File: config.mk
export PLATFORM = sky130hd
export DESIGN_NAME = rsdp_signature_scanner_top_flat
export DESIGN_NICKNAME = d
export VERILOG_FILES = /design/src/rtl/rsdp_pkg.sv /design/src/rtl/rsdp_ifs.sv /design/src/rtl/rsdp_signature_scanner_top.sv /design/src/rtl/rsdp_front.sv /design/src/rtl/rsdp_queue.sv /design/src/flat_wrapper.sv
export SDC_FILE = /design/constraint.sdc
export NUM_CORES = 1
export LEC_CHECK = 0
export ABC_AREA = 1
export BUFFER_PORTS_ARGS = -buffer_cell sky130_fd_sc_hd__buf_2
export CORE_ASPECT_RATIO = 2
export CORE_MARGIN = 1
export CORE_UTILIZATION = 40
export CTS_CLUSTER_DIAMETER = 150
export CTS_CLUSTER_SIZE = 8
export DETAILED_ROUTE_END_ITERATION = 10
export SYNTH_ARGS = -nofsm -noshare
export SYNTH_HDL_FRONTEND = slang
export SYNTH_HIERARCHICAL = 1
export SYNTH_SLANG_ARGS = --single-unit
File: constraint.sdc
create_clock -name clk -period 8 [get_ports clk]
set_input_delay 1.6 -clock clk [delete_from_list [all_inputs] [get_ports clk]]
set_output_delay 1.6 -clock clk [all_outputs]
set_load 0.02 [all_outputs]
File: src/rtl/rsdp_pkg.sv
`timescale 1ns / 1ps
// ----------------------------------------------------------------------------
// rsdp_pkg: shared constants for the root pointer signature scanner
// Candidate geometry, signature bytes and parameter defaults.
// ----------------------------------------------------------------------------
package rsdp_pkg;

    // candidate geometry
    localparam int CAND_LEN  = 20;
    localparam int SIG_LEN   = 8;
    localparam int REV_INDEX = 15;

    // parameter defaults
    localparam int SCAN_STEP_DEFAULT   = 4;
    localparam int OFFSET_BITS_DEFAULT = 26;
    localparam int QUEUE_DEPTH         = 4;

    // "RSD PTR " in byte order
    localparam logic [7:0] RSDP_SIG [SIG_LEN] = '{
        8'h52, 8'h53, 8'h44, 8'h20, 8'h50, 8'h54, 8'h52, 8'h20
    };

endpackage

File: src/rtl/rsdp_ifs.sv
`timescale 1ns / 1ps
// ----------------------------------------------------------------------------
// rsdp channel interfaces
// Byte input channel and result output channel, valid/ready handshake.
// ----------------------------------------------------------------------------
interface rsdp_byte_if;
    logic       valid;
    logic       ready;
    logic [7:0] data_byte;
    logic       window_end;

    modport source (output valid, output data_byte, output window_end, input ready);
    modport sink   (input valid, input data_byte, input window_end, output ready);
endinterface

interface rsdp_result_if #(
    parameter int OFFSET_BITS = 26
);
    logic                   valid;
    logic                   ready;
    logic                   found;
    logic [OFFSET_BITS-1:0] struct_offset;
    logic [7:0]             revision;

    modport source (output valid, output found, output struct_offset, output revision,
                    input ready);
    modport sink   (input valid, input found, input struct_offset, input revision,
                    output ready);
endinterface

File: src/rtl/rsdp_signature_scanner_top.sv
`timescale 1ns / 1ps
// ----------------------------------------------------------------------------
// rsdp_signature_scanner_top: root pointer signature scanner
// Streams a memory window byte by byte and reports the first valid
// root pointer structure, or its absence at the window end.
//
//   channel  dir  handshake     payload
//   in_ch    in   valid/ready   data_byte[7:0], window_end
//   out_ch   out  valid/ready   found, struct_offset[OFFSET_BITS-1:0], revision[7:0]
//
// one byte is taken every cycle while the result queue has room; judgement
// happens in the cycle the byte arrives and the result is written into the queue, from which it reaches out_ch.
// in_ch only stalls when the result queue (QUEUE_DEPTH words) is full.
// reset clears the window, sum, offset counter and queue at once.
// ----------------------------------------------------------------------------
module rsdp_signature_scanner_top
    import rsdp_pkg::*;
#(
    parameter int SCAN_STEP   = SCAN_STEP_DEFAULT,
    parameter int OFFSET_BITS = OFFSET_BITS_DEFAULT
) (
    input  logic          clk,
    input  logic          rst_n,
    rsdp_byte_if.sink     in_ch,
    rsdp_result_if.source out_ch
);

    logic                   q_full;
    logic                   q_push;
    logic                   q_found;
    logic [OFFSET_BITS-1:0] q_offset;
    logic [7:0]             q_revision;

    // intake and judgement
    rsdp_front #(
        .SCAN_STEP   (SCAN_STEP),
        .OFFSET_BITS (OFFSET_BITS)
    ) u_front (
        .clk        (clk),
        .rst_n      (rst_n),
        .in_ch      (in_ch),
        .q_full     (q_full),
        .q_push     (q_push),
        .q_found    (q_found),
        .q_offset   (q_offset),
        .q_revision (q_revision)
    );

    // result queue
    rsdp_queue #(
        .OFFSET_BITS (OFFSET_BITS),
        .DEPTH       (QUEUE_DEPTH)
    ) u_queue (
        .clk           (clk),
        .rst_n         (rst_n),
        .push          (q_push),
        .push_found    (q_found),
        .push_offset   (q_offset),
        .push_revision (q_revision),
        .full          (q_full),
        .out_ch        (out_ch)
    );

    // no push into a full queue
    assert property (@(posedge clk) disable iff (!rst_n) q_push |-> !q_full)
        else $error("result pushed into full queue");

    // a result away from a window end must be a find
    assert property (@(posedge clk) disable iff (!rst_n)
        (q_push && !in_ch.window_end) |-> q_found)
        else $error("not-found result before window end");

    // a not-found word carries zero offset and revision
    assert property (@(posedge clk) disable iff (!rst_n)
        (out_ch.valid && !out_ch.found) |-> (out_ch.struct_offset == '0 &&
                                             out_ch.revision == 8'h00))
        else $error("not-found result with nonzero fields");

    // a found word never carries revision zero
    assert property (@(posedge clk) disable iff (!rst_n)
        (out_ch.valid && out_ch.found) |-> (out_ch.revision != 8'h00))
        else $error("found result with revision zero");

endmodule

File: src/rtl/rsdp_front.sv
`timescale 1ns / 1ps
// ----------------------------------------------------------------------------
// rsdp_front: byte intake and candidate judgement
// Keeps the 20-byte sliding window and its sum, judges each aligned
// candidate as its last byte arrives and pushes results into the queue.
// ----------------------------------------------------------------------------
module rsdp_front
    import rsdp_pkg::*;
#(
    parameter int SCAN_STEP   = SCAN_STEP_DEFAULT,
    parameter int OFFSET_BITS = OFFSET_BITS_DEFAULT
) (
    input  logic                   clk,
    input  logic                   rst_n,
    rsdp_byte_if.sink              in_ch,
    input  logic                   q_full,
    output logic                   q_push,
    output logic                   q_found,
    output logic [OFFSET_BITS-1:0] q_offset,
    output logic [7:0]             q_revision
);

    localparam int PH_W = (SCAN_STEP > 1) ? $clog2(SCAN_STEP) : 1;
    localparam logic [PH_W-1:0] PH_TARGET = PH_W'((CAND_LEN - 1) % SCAN_STEP);
    localparam logic [PH_W-1:0] PH_LAST   = PH_W'(SCAN_STEP - 1);
    localparam logic [OFFSET_BITS-1:0] POS_MAX  = '1;
    localparam logic [OFFSET_BITS-1:0] POS_JUDGE = OFFSET_BITS'(CAND_LEN - 1);

    logic [7:0]             win_reg [CAND_LEN];
    logic [7:0]             sum_reg;
    logic [7:0]             sum_next;
    logic [OFFSET_BITS-1:0] pos_reg;
    logic [PH_W-1:0]        phase_reg;
    logic                   done_reg;
    logic                   accept;
    logic                   sig_ok;
    logic                   hit;

    assign in_ch.ready = !q_full;
    assign accept      = in_ch.valid && in_ch.ready;

    // sum of the window after this word slides in
    assign sum_next = sum_reg - win_reg[0] + in_ch.data_byte;

    // signature over the first eight bytes of the shifted window
    always_comb
    begin
        sig_ok = 1'b1;
        for (int i = 0; i < SIG_LEN; i++)
        begin
            if (win_reg[i+1] != RSDP_SIG[i])
                sig_ok = 1'b0;
        end
    end

    // candidate judgement on its final byte
    assign hit = !done_reg && (pos_reg != POS_MAX) && (pos_reg >= POS_JUDGE) &&
                 (phase_reg == PH_TARGET) && sig_ok && (sum_next == 8'h00) &&
                 (win_reg[REV_INDEX+1] != 8'h00);

    // result word towards the queue
    assign q_push     = accept && (hit || (in_ch.window_end && !done_reg));
    assign q_found    = hit;
    assign q_offset   = hit ? (pos_reg - POS_JUDGE) : '0;
    assign q_revision = hit ? win_reg[REV_INDEX+1] : 8'h00;

    // window state, cleared at each window end
    always_ff @(posedge clk or negedge rst_n)
    begin
        if (!rst_n)
        begin
            for (int i = 0; i < CAND_LEN; i++)
                win_reg[i] <= 8'h00;
            sum_reg   <= 8'h00;
            pos_reg   <= '0;
            phase_reg <= '0;
            done_reg  <= 1'b0;
        end
        else if (accept)
        begin
            if (in_ch.window_end)
            begin
                for (int i = 0; i < CAND_LEN; i++)
                    win_reg[i] <= 8'h00;
                sum_reg   <= 8'h00;
                pos_reg   <= '0;
                phase_reg <= '0;
                done_reg  <= 1'b0;
            end
            else
            begin
                for (int i = 0; i < CAND_LEN - 1; i++)
                    win_reg[i] <= win_reg[i+1];
                win_reg[CAND_LEN-1] <= in_ch.data_byte;
                sum_reg <= sum_next;
                if (pos_reg != POS_MAX)
                    pos_reg <= pos_reg + 1'b1;
                phase_reg <= (phase_reg == PH_LAST) ? '0 : phase_reg + 1'b1;
                if (hit)
                    done_reg <= 1'b1;
            end
        end
    end

endmodule

File: src/rtl/rsdp_queue.sv
`timescale 1ns / 1ps
// ----------------------------------------------------------------------------
// rsdp_queue: result queue and output side
// Short first-in first-out store between judgement and the result channel.
// ----------------------------------------------------------------------------
module rsdp_queue
    import rsdp_pkg::*;
#(
    parameter int OFFSET_BITS = OFFSET_BITS_DEFAULT,
    parameter int DEPTH       = QUEUE_DEPTH
) (
    input  logic                   clk,
    input  logic                   rst_n,
    input  logic                   push,
    input  logic                   push_found,
    input  logic [OFFSET_BITS-1:0] push_offset,
    input  logic [7:0]             push_revision,
    output logic                   full,
    rsdp_result_if.source          out_ch
);

    localparam int W     = 1 + OFFSET_BITS + 8;
    localparam int PTR_W = (DEPTH > 1) ? $clog2(DEPTH) : 1;
    localparam int CNT_W = $clog2(DEPTH + 1);
    localparam logic [PTR_W-1:0] PTR_LAST = PTR_W'(DEPTH - 1);
    localparam logic [CNT_W-1:0] CNT_FULL = CNT_W'(DEPTH);

    logic [W-1:0]     mem_reg [DEPTH];
    logic [PTR_W-1:0] wr_ptr_reg;
    logic [PTR_W-1:0] rd_ptr_reg;
    logic [CNT_W-1:0] count_reg;
    logic             pop;
    logic [W-1:0]     head;

    assign full         = (count_reg == CNT_FULL);
    assign pop          = out_ch.valid && out_ch.ready;
    assign head         = mem_reg[rd_ptr_reg];
    assign out_ch.valid = (count_reg != '0);
    assign out_ch.found         = head[W-1];
    assign out_ch.struct_offset = head[W-2:8];
    assign out_ch.revision      = head[7:0];

    // entry storage
    always_ff @(posedge clk)
    begin
        if (push)
            mem_reg[wr_ptr_reg] <= {push_found, push_offset, push_revision};
    end

    // pointers and fill level
    always_ff @(posedge clk or negedge rst_n)
    begin
        if (!rst_n)
        begin
            wr_ptr_reg <= '0;
            rd_ptr_reg <= '0;
            count_reg  <= '0;
        end
        else
        begin
            if (push)
                wr_ptr_reg <= (wr_ptr_reg == PTR_LAST) ? '0 : wr_ptr_reg + 1'b1;
            if (pop)
                rd_ptr_reg <= (rd_ptr_reg == PTR_LAST) ? '0 : rd_ptr_reg + 1'b1;
            if (push && !pop)
                count_reg <= count_reg + 1'b1;
            else if (pop && !push)
                count_reg <= count_reg - 1'b1;
        end
    end

endmodule
File: src/flat_wrapper.sv
// flat-port wrapper written by rule: the top's interface ports become plain ports
module rsdp_signature_scanner_top_flat import rsdp_pkg::*;
#(
    parameter int SCAN_STEP   = SCAN_STEP_DEFAULT,
    parameter int OFFSET_BITS = OFFSET_BITS_DEFAULT
)
  (clk, rst_n, in_ch_valid, in_ch_data_byte, in_ch_window_end, in_ch_ready, out_ch_valid, out_ch_found, out_ch_struct_offset, out_ch_revision, out_ch_ready);
  rsdp_byte_if in_ch_i ();
  rsdp_result_if #(.OFFSET_BITS(OFFSET_BITS)) out_ch_i ();
  input  logic clk;
  input  logic rst_n;
  input wire logic [$bits(in_ch_i.valid)-1:0] in_ch_valid;
  input wire logic [$bits(in_ch_i.data_byte)-1:0] in_ch_data_byte;
  input wire logic [$bits(in_ch_i.window_end)-1:0] in_ch_window_end;
  output wire logic [$bits(in_ch_i.ready)-1:0] in_ch_ready;
  output wire logic [$bits(out_ch_i.valid)-1:0] out_ch_valid;
  output wire logic [$bits(out_ch_i.found)-1:0] out_ch_found;
  output wire logic [$bits(out_ch_i.struct_offset)-1:0] out_ch_struct_offset;
  output wire logic [$bits(out_ch_i.revision)-1:0] out_ch_revision;
  input wire logic [$bits(out_ch_i.ready)-1:0] out_ch_ready;
  assign in_ch_i.valid = in_ch_valid;
  assign in_ch_i.data_byte = in_ch_data_byte;
  assign in_ch_i.window_end = in_ch_window_end;
  assign in_ch_ready = in_ch_i.ready;
  assign out_ch_valid = out_ch_i.valid;
  assign out_ch_found = out_ch_i.found;
  assign out_ch_struct_offset = out_ch_i.struct_offset;
  assign out_ch_revision = out_ch_i.revision;
  assign out_ch_i.ready = out_ch_ready;
  rsdp_signature_scanner_top #(.SCAN_STEP(SCAN_STEP), .OFFSET_BITS(OFFSET_BITS)) u_core (.clk(clk), .rst_n(rst_n), .in_ch(in_ch_i), .out_ch(out_ch_i));
endmodule
==> results of run 1 <==
metal layers:
layer	wire length [um]	GRT usage	up-vias
met3	961	0.0218	72
li1	-	-	5285
met1	12700	0.188	5223
met4	1430	0.0904	0
met5	0	0	-
met2	19000	0.348	179
worst max-delay path: cells and delay by family:
kind	cells	cell delay, ns
adders and majority gates	4	1.60
buffers and inverters	4	0.27
and+or+nand+nor	13	1.32
stage by stage:
stage | power [mW] | hold WS [ns]
floorplan | 3.14 | 0.442
global placement | 3.49 | 0.464
CTS | 5.32 | 0.486
finish | 5.24 | 0.484
detailed placement | 3.52 | 0.474
global route | 5.56 | 0.516
worst max path at each step:
stage | end | slack [ns] | depth (start not counted)
floorplan | u_core/u_queue/mem_reg[2][0] | 3.32 | 15
global placement | u_core/u_queue/count_reg[2] | 3.09 | 21
detailed placement | u_core/u_queue/count_reg[2] | 3.09 | 21
CTS | u_core/u_queue/count_reg[2] | 3.65 | 21
global route | u_core/u_queue/count_reg[2] | 3.30 | 21
finish | u_core/u_queue/count_reg[2] | 3.64 | 21
Yosys cell counts (7+ instances only):
cell,number,area [sq um]
xnor2_1,9,78.8
clkbuf_1,31,116
buf_2,28,140
o211ai_1,70,526
inv_1,320,1200
nand4_1,22,138
a21oi_1,13,65.1
nor2_2,7,43.8
buf_6,11,124
nand2_1,272,1020
ha_1,16,200
o21ai_0,28,140
nand3_1,38,190
o22ai_1,157,982
fa_1,8,160
nor3_1,14,70.1
inv_2,7,26.3
xor2_1,22,193
dfrtp_1,204,5100
edfxtp_1,140,4200
nor2_1,136,510
nand2_2,10,62.6
cell families after synthesis:
kind of cell,synth area share
AND/OR/NAND/NOR,0.141
buffers and inverters,0.107
flip-flops,0.597
AO/OA/AOI/OAI,0.115
XOR/XNOR,0.0174
adder cells (fa/ha/maj),0.0231
power breakdown:
group          internal, mW  total, mW  leakage (nW)  switching (mW)
Sequential             1.99       2.07          4.11          0.0853
Combinational         0.416       1.39          3.02           0.971
Clock                  1.10       1.78         0.625           0.683
Total                  3.50       5.24          7.75            1.74
final cells by class:
cell class	instances	area (sq um)	area share
Sequential cell	344	9310	0.534
Multi-Input combinational cell	848	4620	0.265
Tap cell	520	651	0.0373
Clock buffer	67	1290	0.0741
Inverter	327	1230	0.0706
Timing Repair Buffer	61	344	0.0197
==> flow_metrics.tcl, run 1 <==
set metrics [dict create \
    yosysWarnings 6 \
    critPathCaptureType "flip-flop" \
    hold_viol 0 \
    r2r-end "u_core/u_queue/count_reg[2]" \
    reg2reg_from "u_core/u_front/win_reg[153]" \
    insertion_delay_ns 0.55 \
    cts.sinks 344 \
    power_leakage_nw 7.75 \
    syn_avg_cell_area_sq_um 9.76 \
    grt_pass1_wl_um 56100 \
    clockBufferDepth 3 \
    tightest_slew_ns 0.998 \
    synth_cells 1597 \
    fmax_mhz 229 \
    cts_inserted_buffers 48 \
    die-area_sq_mm 0.0398 \
    maxSlewViolCount 0 \
    grt_pass1_vias 11060 \
    synth_cell_type_count 43 \
    synth_edf_count 140 \
    fin_area_sq_mm 0.0175 \
    clkTransAtPathRegs_ns 0.05 \
    final_core_util 0.453 \
    crit_type "primary input to flip-flop" \
    dp.cells 2100 \
    largest_reg_flops 160 \
    io_pins 50 \
    drv_cap 0 \
    drtIter0Drc 575 \
    slowest_stage "fa_1" \
    dp_hpwl_um 23500 \
    start_util 0.404 \
    grt_start_max_net_pins 103 \
    cp_cell_sequence "buf_2 > inv_1 > fa_1 > inv_1 > fa_1 > nor2_1 > nor2_1 > nor2_1 > nand2_1 > nor2_1 > nand2_1 > nor2_1 > nand4_1 > nand2_1 > ha_1 > inv_1 > fa_1 > nand2_1 > nand3_1 > nand2_1 > nand2_1" \
    portBuffers 49 \
    r2r_cells 19 \
    die_x_um 142 \
    globalRouteTotalUtil 0.180 \
    arrival_ns 4.79 \
    outcome "complete, no violations" \
    pre_cts_ws_ns 3.09 \
    synth-seq-cells 344 \
    vias_per_cell 4.96 \
    period_minus_slack_ns 4.36 \
    num_vias 10759 \
    avgRoutedWirePerCell_um 15.8 \
    synth_seq_area_share 0.597 \
    drt_wl_total_um 34100 \
    start_kind "primary input" \
    power.density_mw_per_mm2 300 \
    diodes 0 \
    dpl_cell_area_sq_mm 0.0162 \
    synth_fp_nets 1634 \
    crit_start "in_ch_data_byte[1]" \
    clockRootBuffer "clkbuf_16" \
    rsz0062_at_grt "false" \
    drive_gt1_frac 0.0899 \
    fin_worst_skew_ns 0.0186 \
    core_area_sq_mm 0.0385 \
    synthArstFlopShare 0.593 \
    nets 1667 \
    finalCritPeriodShare 0.545 \
    relSlewSlack 0.335 \
    synthFlopType "dfrtp_1" \
    place_congestion 0.881 \
    dr.pass1.iters 5 \
    row_count 102 \
    cts_resized 0 \
    cts_tree "done" \
    slowest_delay_ns 0.53 \
    hold_start "u_core/u_queue/count_reg[2]" \
    finalSetupViolCount 0 \
    holdPathStages 2 \
    hold_buffers 0 \
    hp-class "flip-flop to flip-flop" \
    worstHoldEndpoint "u_core/u_queue/count_reg[2]" \
    antenna_found_initial 0 \
    overflow 0 \
    postRouteAntennaNets 0 \
    fillers 3715 \
    required_ns 8.43 \
    peakVddDrop_uv 153 \
    tns_ns 0 \
    cp_common_cell "nand2_1" \
    area_delta_synth_final_pct 12.0 \
    synth_area_sq_mm 0.0156 \
    cts_htree_levels 2 \
    layout_setup_ws_ns 3.64 \
    critPathMaxFanout 9 \
    die_h_um 281 \
    final_cell_count_no_fill 2167 \
    final_common_cell "inv_1" \
    reg2reg_setup_slack_ns 4.46 \
    post_cts_buffers 0 \
    drc 0 \
    mostFrequentLayoutCells "319 x inv_1, 272 x nand2_1, 203 x dfrtp_1, 157 x o22ai_1, 140 x edfxtp_1" \
]
Power figures use the tool's default switching activity.
==> run 2: changes to the inputs <==
Clock period 8 ns to 3.8 ns, I/O delays scaled along.
==> flow_metrics.tcl, run 2 (same netlist as run 1, synthesis figures left out) <==
set metrics [dict create \
    outcome "complete, no violations" \
    overflow 0 \
    power_mw 11.3 \
    mostFrequentLayoutCells "315 x inv_1, 272 x nand2_1, 203 x dfrtp_1, 157 x o22ai_1, 140 x edfxtp_1" \
    required_ns 4.24 \
    crit_type "flip-flop to flip-flop" \
    drc 0 \
    fin_hold_ws_ns 0.255 \
    die_x_um 142 \
    diodes 0 \
    cts.sinks 344 \
    die_h_um 281 \
    cp_cell_sequence "fa_1 > inv_1 > fa_1 > nor2_1 > nor2_1 > nor2_1 > nand2_1 > nor2_1 > nand2_1 > nor2_1 > nand4_1 > nand2_1 > ha_1 > inv_1 > fa_1 > nand2_1 > nand3_1 > nand2_1 > nand2_1" \
    critPathMaxFanout 3 \
    clockBufferDepth 3 \
    core_area_sq_mm 0.0385 \
    finalCritPeriodShare 0.872 \
    drive_gt1_frac 0.109 \
    num_vias 10936 \
    grt_pass1_vias 11167 \
    antenna_found_initial 0 \
    cts_inserted_buffers 48 \
    peakVddDrop_uv 324 \
    cts_tree "done" \
    row_count 102 \
    crit_family "adder cells" \
    power_leakage_nw 7.90 \
    critPathCaptureType "flip-flop" \
    period_minus_slack_ns 3.31 \
    insertion_delay_ns 0.55 \
    clkTransAtPathRegs_ns 0.05 \
    cts_resized 0 \
    slowest_delay_ns 0.51 \
    grt_start_max_net_pins 163 \
    dpl_cell_area_sq_mm 0.0165 \
    final_common_cell "inv_1" \
    largest_reg_flops 160 \
    hp-class "primary input to asynchronous set/reset pin" \
    hold_buffers 0 \
    drt_wl_total_um 35400 \
    fillers 3637 \
    reg2reg_setup_slack_ns 0.49 \
    clockRootBuffer "clkbuf_16" \
    hold_viol 0 \
    cts_htree_levels 2 \
    avgRoutedWirePerCell_um 16.1 \
    final_core_util 0.463 \
    fin_worst_skew_ns 0.0323 \
    drtIter0Drc 624 \
    area_delta_synth_final_pct 14.4 \
    die-area_sq_mm 0.0398 \
    drv_cap 0 \
    portBuffers 49 \
    cp_common_cell "nand2_1" \
    post_cts_buffers 0 \
    path_buf_inv 2 \
    dp_hpwl_um 24600 \
    finalSetupViolCount 0 \
    globalRouteTotalUtil 0.184 \
    reg2reg_from "u_core/u_front/win_reg[153]" \
    io_pins 50 \
    maxSlewViolCount 0 \
    arrival_ns 3.75 \
    r2r-end "u_core/u_queue/count_reg[2]" \
    setup.worst_path.end "u_core/u_queue/count_reg[2]" \
    nets 1697 \
    start_util 0.404 \
    crit_start "u_core/u_front/win_reg[153]" \
    fmax_mhz 302 \
    r2r_cells 19 \
    power.density_mw_per_mm2 633 \
    grt_pass1_wl_um 56900 \
    rsz0062_at_grt "false" \
    fin_area_sq_mm 0.0178 \
    start_kind "flip-flop" \
    vias_per_cell 4.97 \
    relSlewSlack 0.496 \
    path_depth 19 \
    dr.pass1.iters 8 \
    place_congestion 0.890 \
    postRouteAntennaNets 0 \
    tightest_slew_ns 0.757 \
    slowest_stage "fa_1" \
]
## run 2: layout make-up
cell class	instances	area, sq um	share of cell area
Timing Repair Buffer	91	707	0.0396
Tap cell	520	651	0.0365
Inverter	327	1250	0.0699
Clock buffer	68	1280	0.0716
Multi-Input combinational cell	848	4620	0.259
Clock inverter	2	25.0	0.00140
Sequential cell	344	9310	0.522
## run 2: how the worst min path moves through the flow
stage	start	to	cells past startpoint
after floorplan	u_core/u_queue/count_reg[2]	u_core/u_queue/count_reg[2]	2
after CTS	rst_n	u_core/u_front/win_reg[35]	1
final	rst_n	u_core/u_front/win_reg[67]	1
after detailed placement	u_core/u_queue/count_reg[2]	u_core/u_queue/count_reg[2]	2
after global placement	u_core/u_front/phase_reg[0]	u_core/u_front/phase_reg[0]	1
after global routing	rst_n	u_core/u_front/win_reg[35]	1
## run 2: where the power goes
| part | switching (mW) | internal (mW) | total, mW |
|---|---|---|---|
| combinational | 2.11 | 1.06 | 3.17 |
| sequential | 0.188 | 4.19 | 4.37 |
| clock | 1.47 | 2.29 | 3.75 |
| total | 3.76 | 7.53 | 11.3 |
## run 2: layer usage
layer / wire, um / GRT usage / share of wire / vias up
met3: 958 / 0.0210 / 0.027 / 99
li1: - / - / - / 5366
met5: 0 / 0 / 0 / -
met1: 12900 / 0.188 / 0.37 / 5270
met2: 19800 / 0.361 / 0.56 / 201
met4: 1710 / 0.0957 / 0.048 / 0
## run 2: metrics by stage
| stage | instances | setup slack, ns | TNS, ns |
|---|---|---|---|
| floorplan | 1597 | 0.163 | 0 |
| global placement | 2130 | -0.0945 | -0.0945 |
| detailed placement | 2130 | -0.0756 | -0.0756 |
| CTS | 2200 | 0.465 | 0 |
| global route | 2200 | 0.154 | 0 |
| finish | 2200 | 0.488 | 0 |
==> run 3: changes to the inputs <==
Settings changed: PLACE_DENSITY from default to 0.63.
==> flow_metrics.tcl, run 3 (same netlist as run 1, synthesis figures left out) <==
set metrics [dict create \
    critPathMaxFanout 3 \
    tightest_slew_ns 0.766 \
    die_h_um 281 \
    r2r_cells 19 \
    hp-class "primary input to asynchronous set/reset pin" \
    arrival_ns 3.85 \
    nets 1697 \
    diodes 0 \
    cts.sinks 344 \
    grt_start_max_net_pins 136 \
    fmax_mhz 292 \
    largest_reg_flops 160 \
    portBuffers 49 \
    mostFrequentLayoutCells "315 x inv_1, 272 x nand2_1, 203 x dfrtp_1, 157 x o22ai_1, 140 x edfxtp_1" \
    reg2reg_from "u_core/u_front/win_reg[153]" \
    row_count 102 \
    hold_viol 0 \
    die-area_sq_mm 0.0398 \
    dpl_cell_area_sq_mm 0.0165 \
    drv_cap 0 \
    avgRoutedWirePerCell_um 16.4 \
    final_common_cell "inv_1" \
    clockRootBuffer "clkbuf_16" \
    power_leakage_nw 7.90 \
    finalSetupViolCount 0 \
    r2r-end "u_core/u_queue/count_reg[2]" \
    reg2reg_setup_slack_ns 0.37 \
    drive_gt1_frac 0.108 \
    cts_tree "done" \
    cts_htree_levels 2 \
    hold_buffers 0 \
    drtIter0Drc 559 \
    cts_inserted_buffers 48 \
    dr.pass1.iters 5 \
    clockBufferDepth 3 \
    critPathCaptureType "flip-flop" \
    place_congestion 0.928 \
    overflow 0 \
    antenna_found_initial 0 \
    drt_wl_total_um 36000 \
    finalCritPeriodShare 0.902 \
    area_delta_synth_final_pct 14.4 \
    relSlewSlack 0.490 \
    power_mw 11.3 \
    core_area_sq_mm 0.0385 \
    grt_pass1_vias 11478 \
    outcome "complete, no violations" \
    post_cts_buffers 0 \
    clkTransAtPathRegs_ns 0.05 \
    tns_ns 0 \
    maxSlewViolCount 0 \
    dp.cells 2130 \
    grt_pass1_wl_um 58000 \
    crit_start "u_core/u_front/win_reg[153]" \
    dp_hpwl_um 24900 \
    rsz0062_at_grt "false" \
    final_cell_count_no_fill 2198 \
    start_kind "flip-flop" \
    cts_resized 0 \
    vias_per_cell 5.00 \
    peakVddDrop_uv 337 \
    fin_worst_skew_ns 0.0144 \
    globalRouteTotalUtil 0.188 \
    num_vias 10984 \
    period_minus_slack_ns 3.43 \
    crit_type "flip-flop to flip-flop" \
    required_ns 4.22 \
    fin_hold_ws_ns 0.239 \
    fin_area_sq_mm 0.0178 \
    postRouteAntennaNets 0 \
    die_x_um 142 \
    power.density_mw_per_mm2 635 \
    start_util 0.404 \
    io_pins 50 \
    drc 0 \
    insertion_delay_ns 0.54 \
]
run 3: cell count changes in the layout (fill, tap and decap cells not counted), sizes merged:
cell,change
inv,-1
clkinv,-1
run 3: layout make-up:
class                   instances  area (sq um)
clock buffers                  68          1300
fillers                      3644         20700
inverters                     327          1250
multi-input cells             848          4620
flip-flops and latches        344          9310
well taps                     520           651
repair buffers                 91           707
run 3: per-layer routing:
layer  global-route usage  routed length (um)  vias up
met2                0.365               20100      206
met1                0.187               13000     5327
met4                0.111                1920        0
met3               0.0222                 980       98
met5                    0                   0        -
li1                     -                   -     5353
run 3: metrics by stage:
stage	utilization	setup WS, ns
after CTS	0.463	0.386
final	0.463	0.374
after global placement	0.429	-0.0722
after floorplan	-	0.163
after global routing	0.463	0.202
after detailed placement	0.429	-0.142
run 3: worst max-delay path: stages (launching register included):
cell and delay [ns]:
dfrtp_1 0.40, fa_1 0.51, inv_1 0.07, fa_1 0.47
nor2_1 0.13, nor2_1 0.07, nor2_1 0.09, nand2_1 0.07
nor2_1 0.11, nand2_1 0.07, nor2_1 0.09, nand4_1 0.14
nand2_1 0.14, ha_1 0.17, inv_1 0.07, fa_1 0.39
nand2_1 0.11, nand3_1 0.08, nand2_1 0.07, nand2_1 0.05
run 3: worst max-delay path by stage:
| stage | to | depth (start not counted) |
|---|---|---|
| after CTS | u_core/u_queue/count_reg[2] | 19 |
| after global placement | u_core/u_queue/count_reg[2] | 21 |
| after detailed placement | u_core/u_queue/count_reg[2] | 21 |
| after floorplan | u_core/u_queue/count_reg[2] | 20 |
| after global routing | u_core/u_queue/count_reg[2] | 20 |
| final | u_core/u_queue/count_reg[2] | 19 |
run 3: power breakdown:
part	switching [mW]	internal, mW	leakage, nW
registers	0.197	4.19	4.11
clock network	1.45	2.31	0.626
logic	2.11	1.06	3.17
total	3.76	7.55	7.90
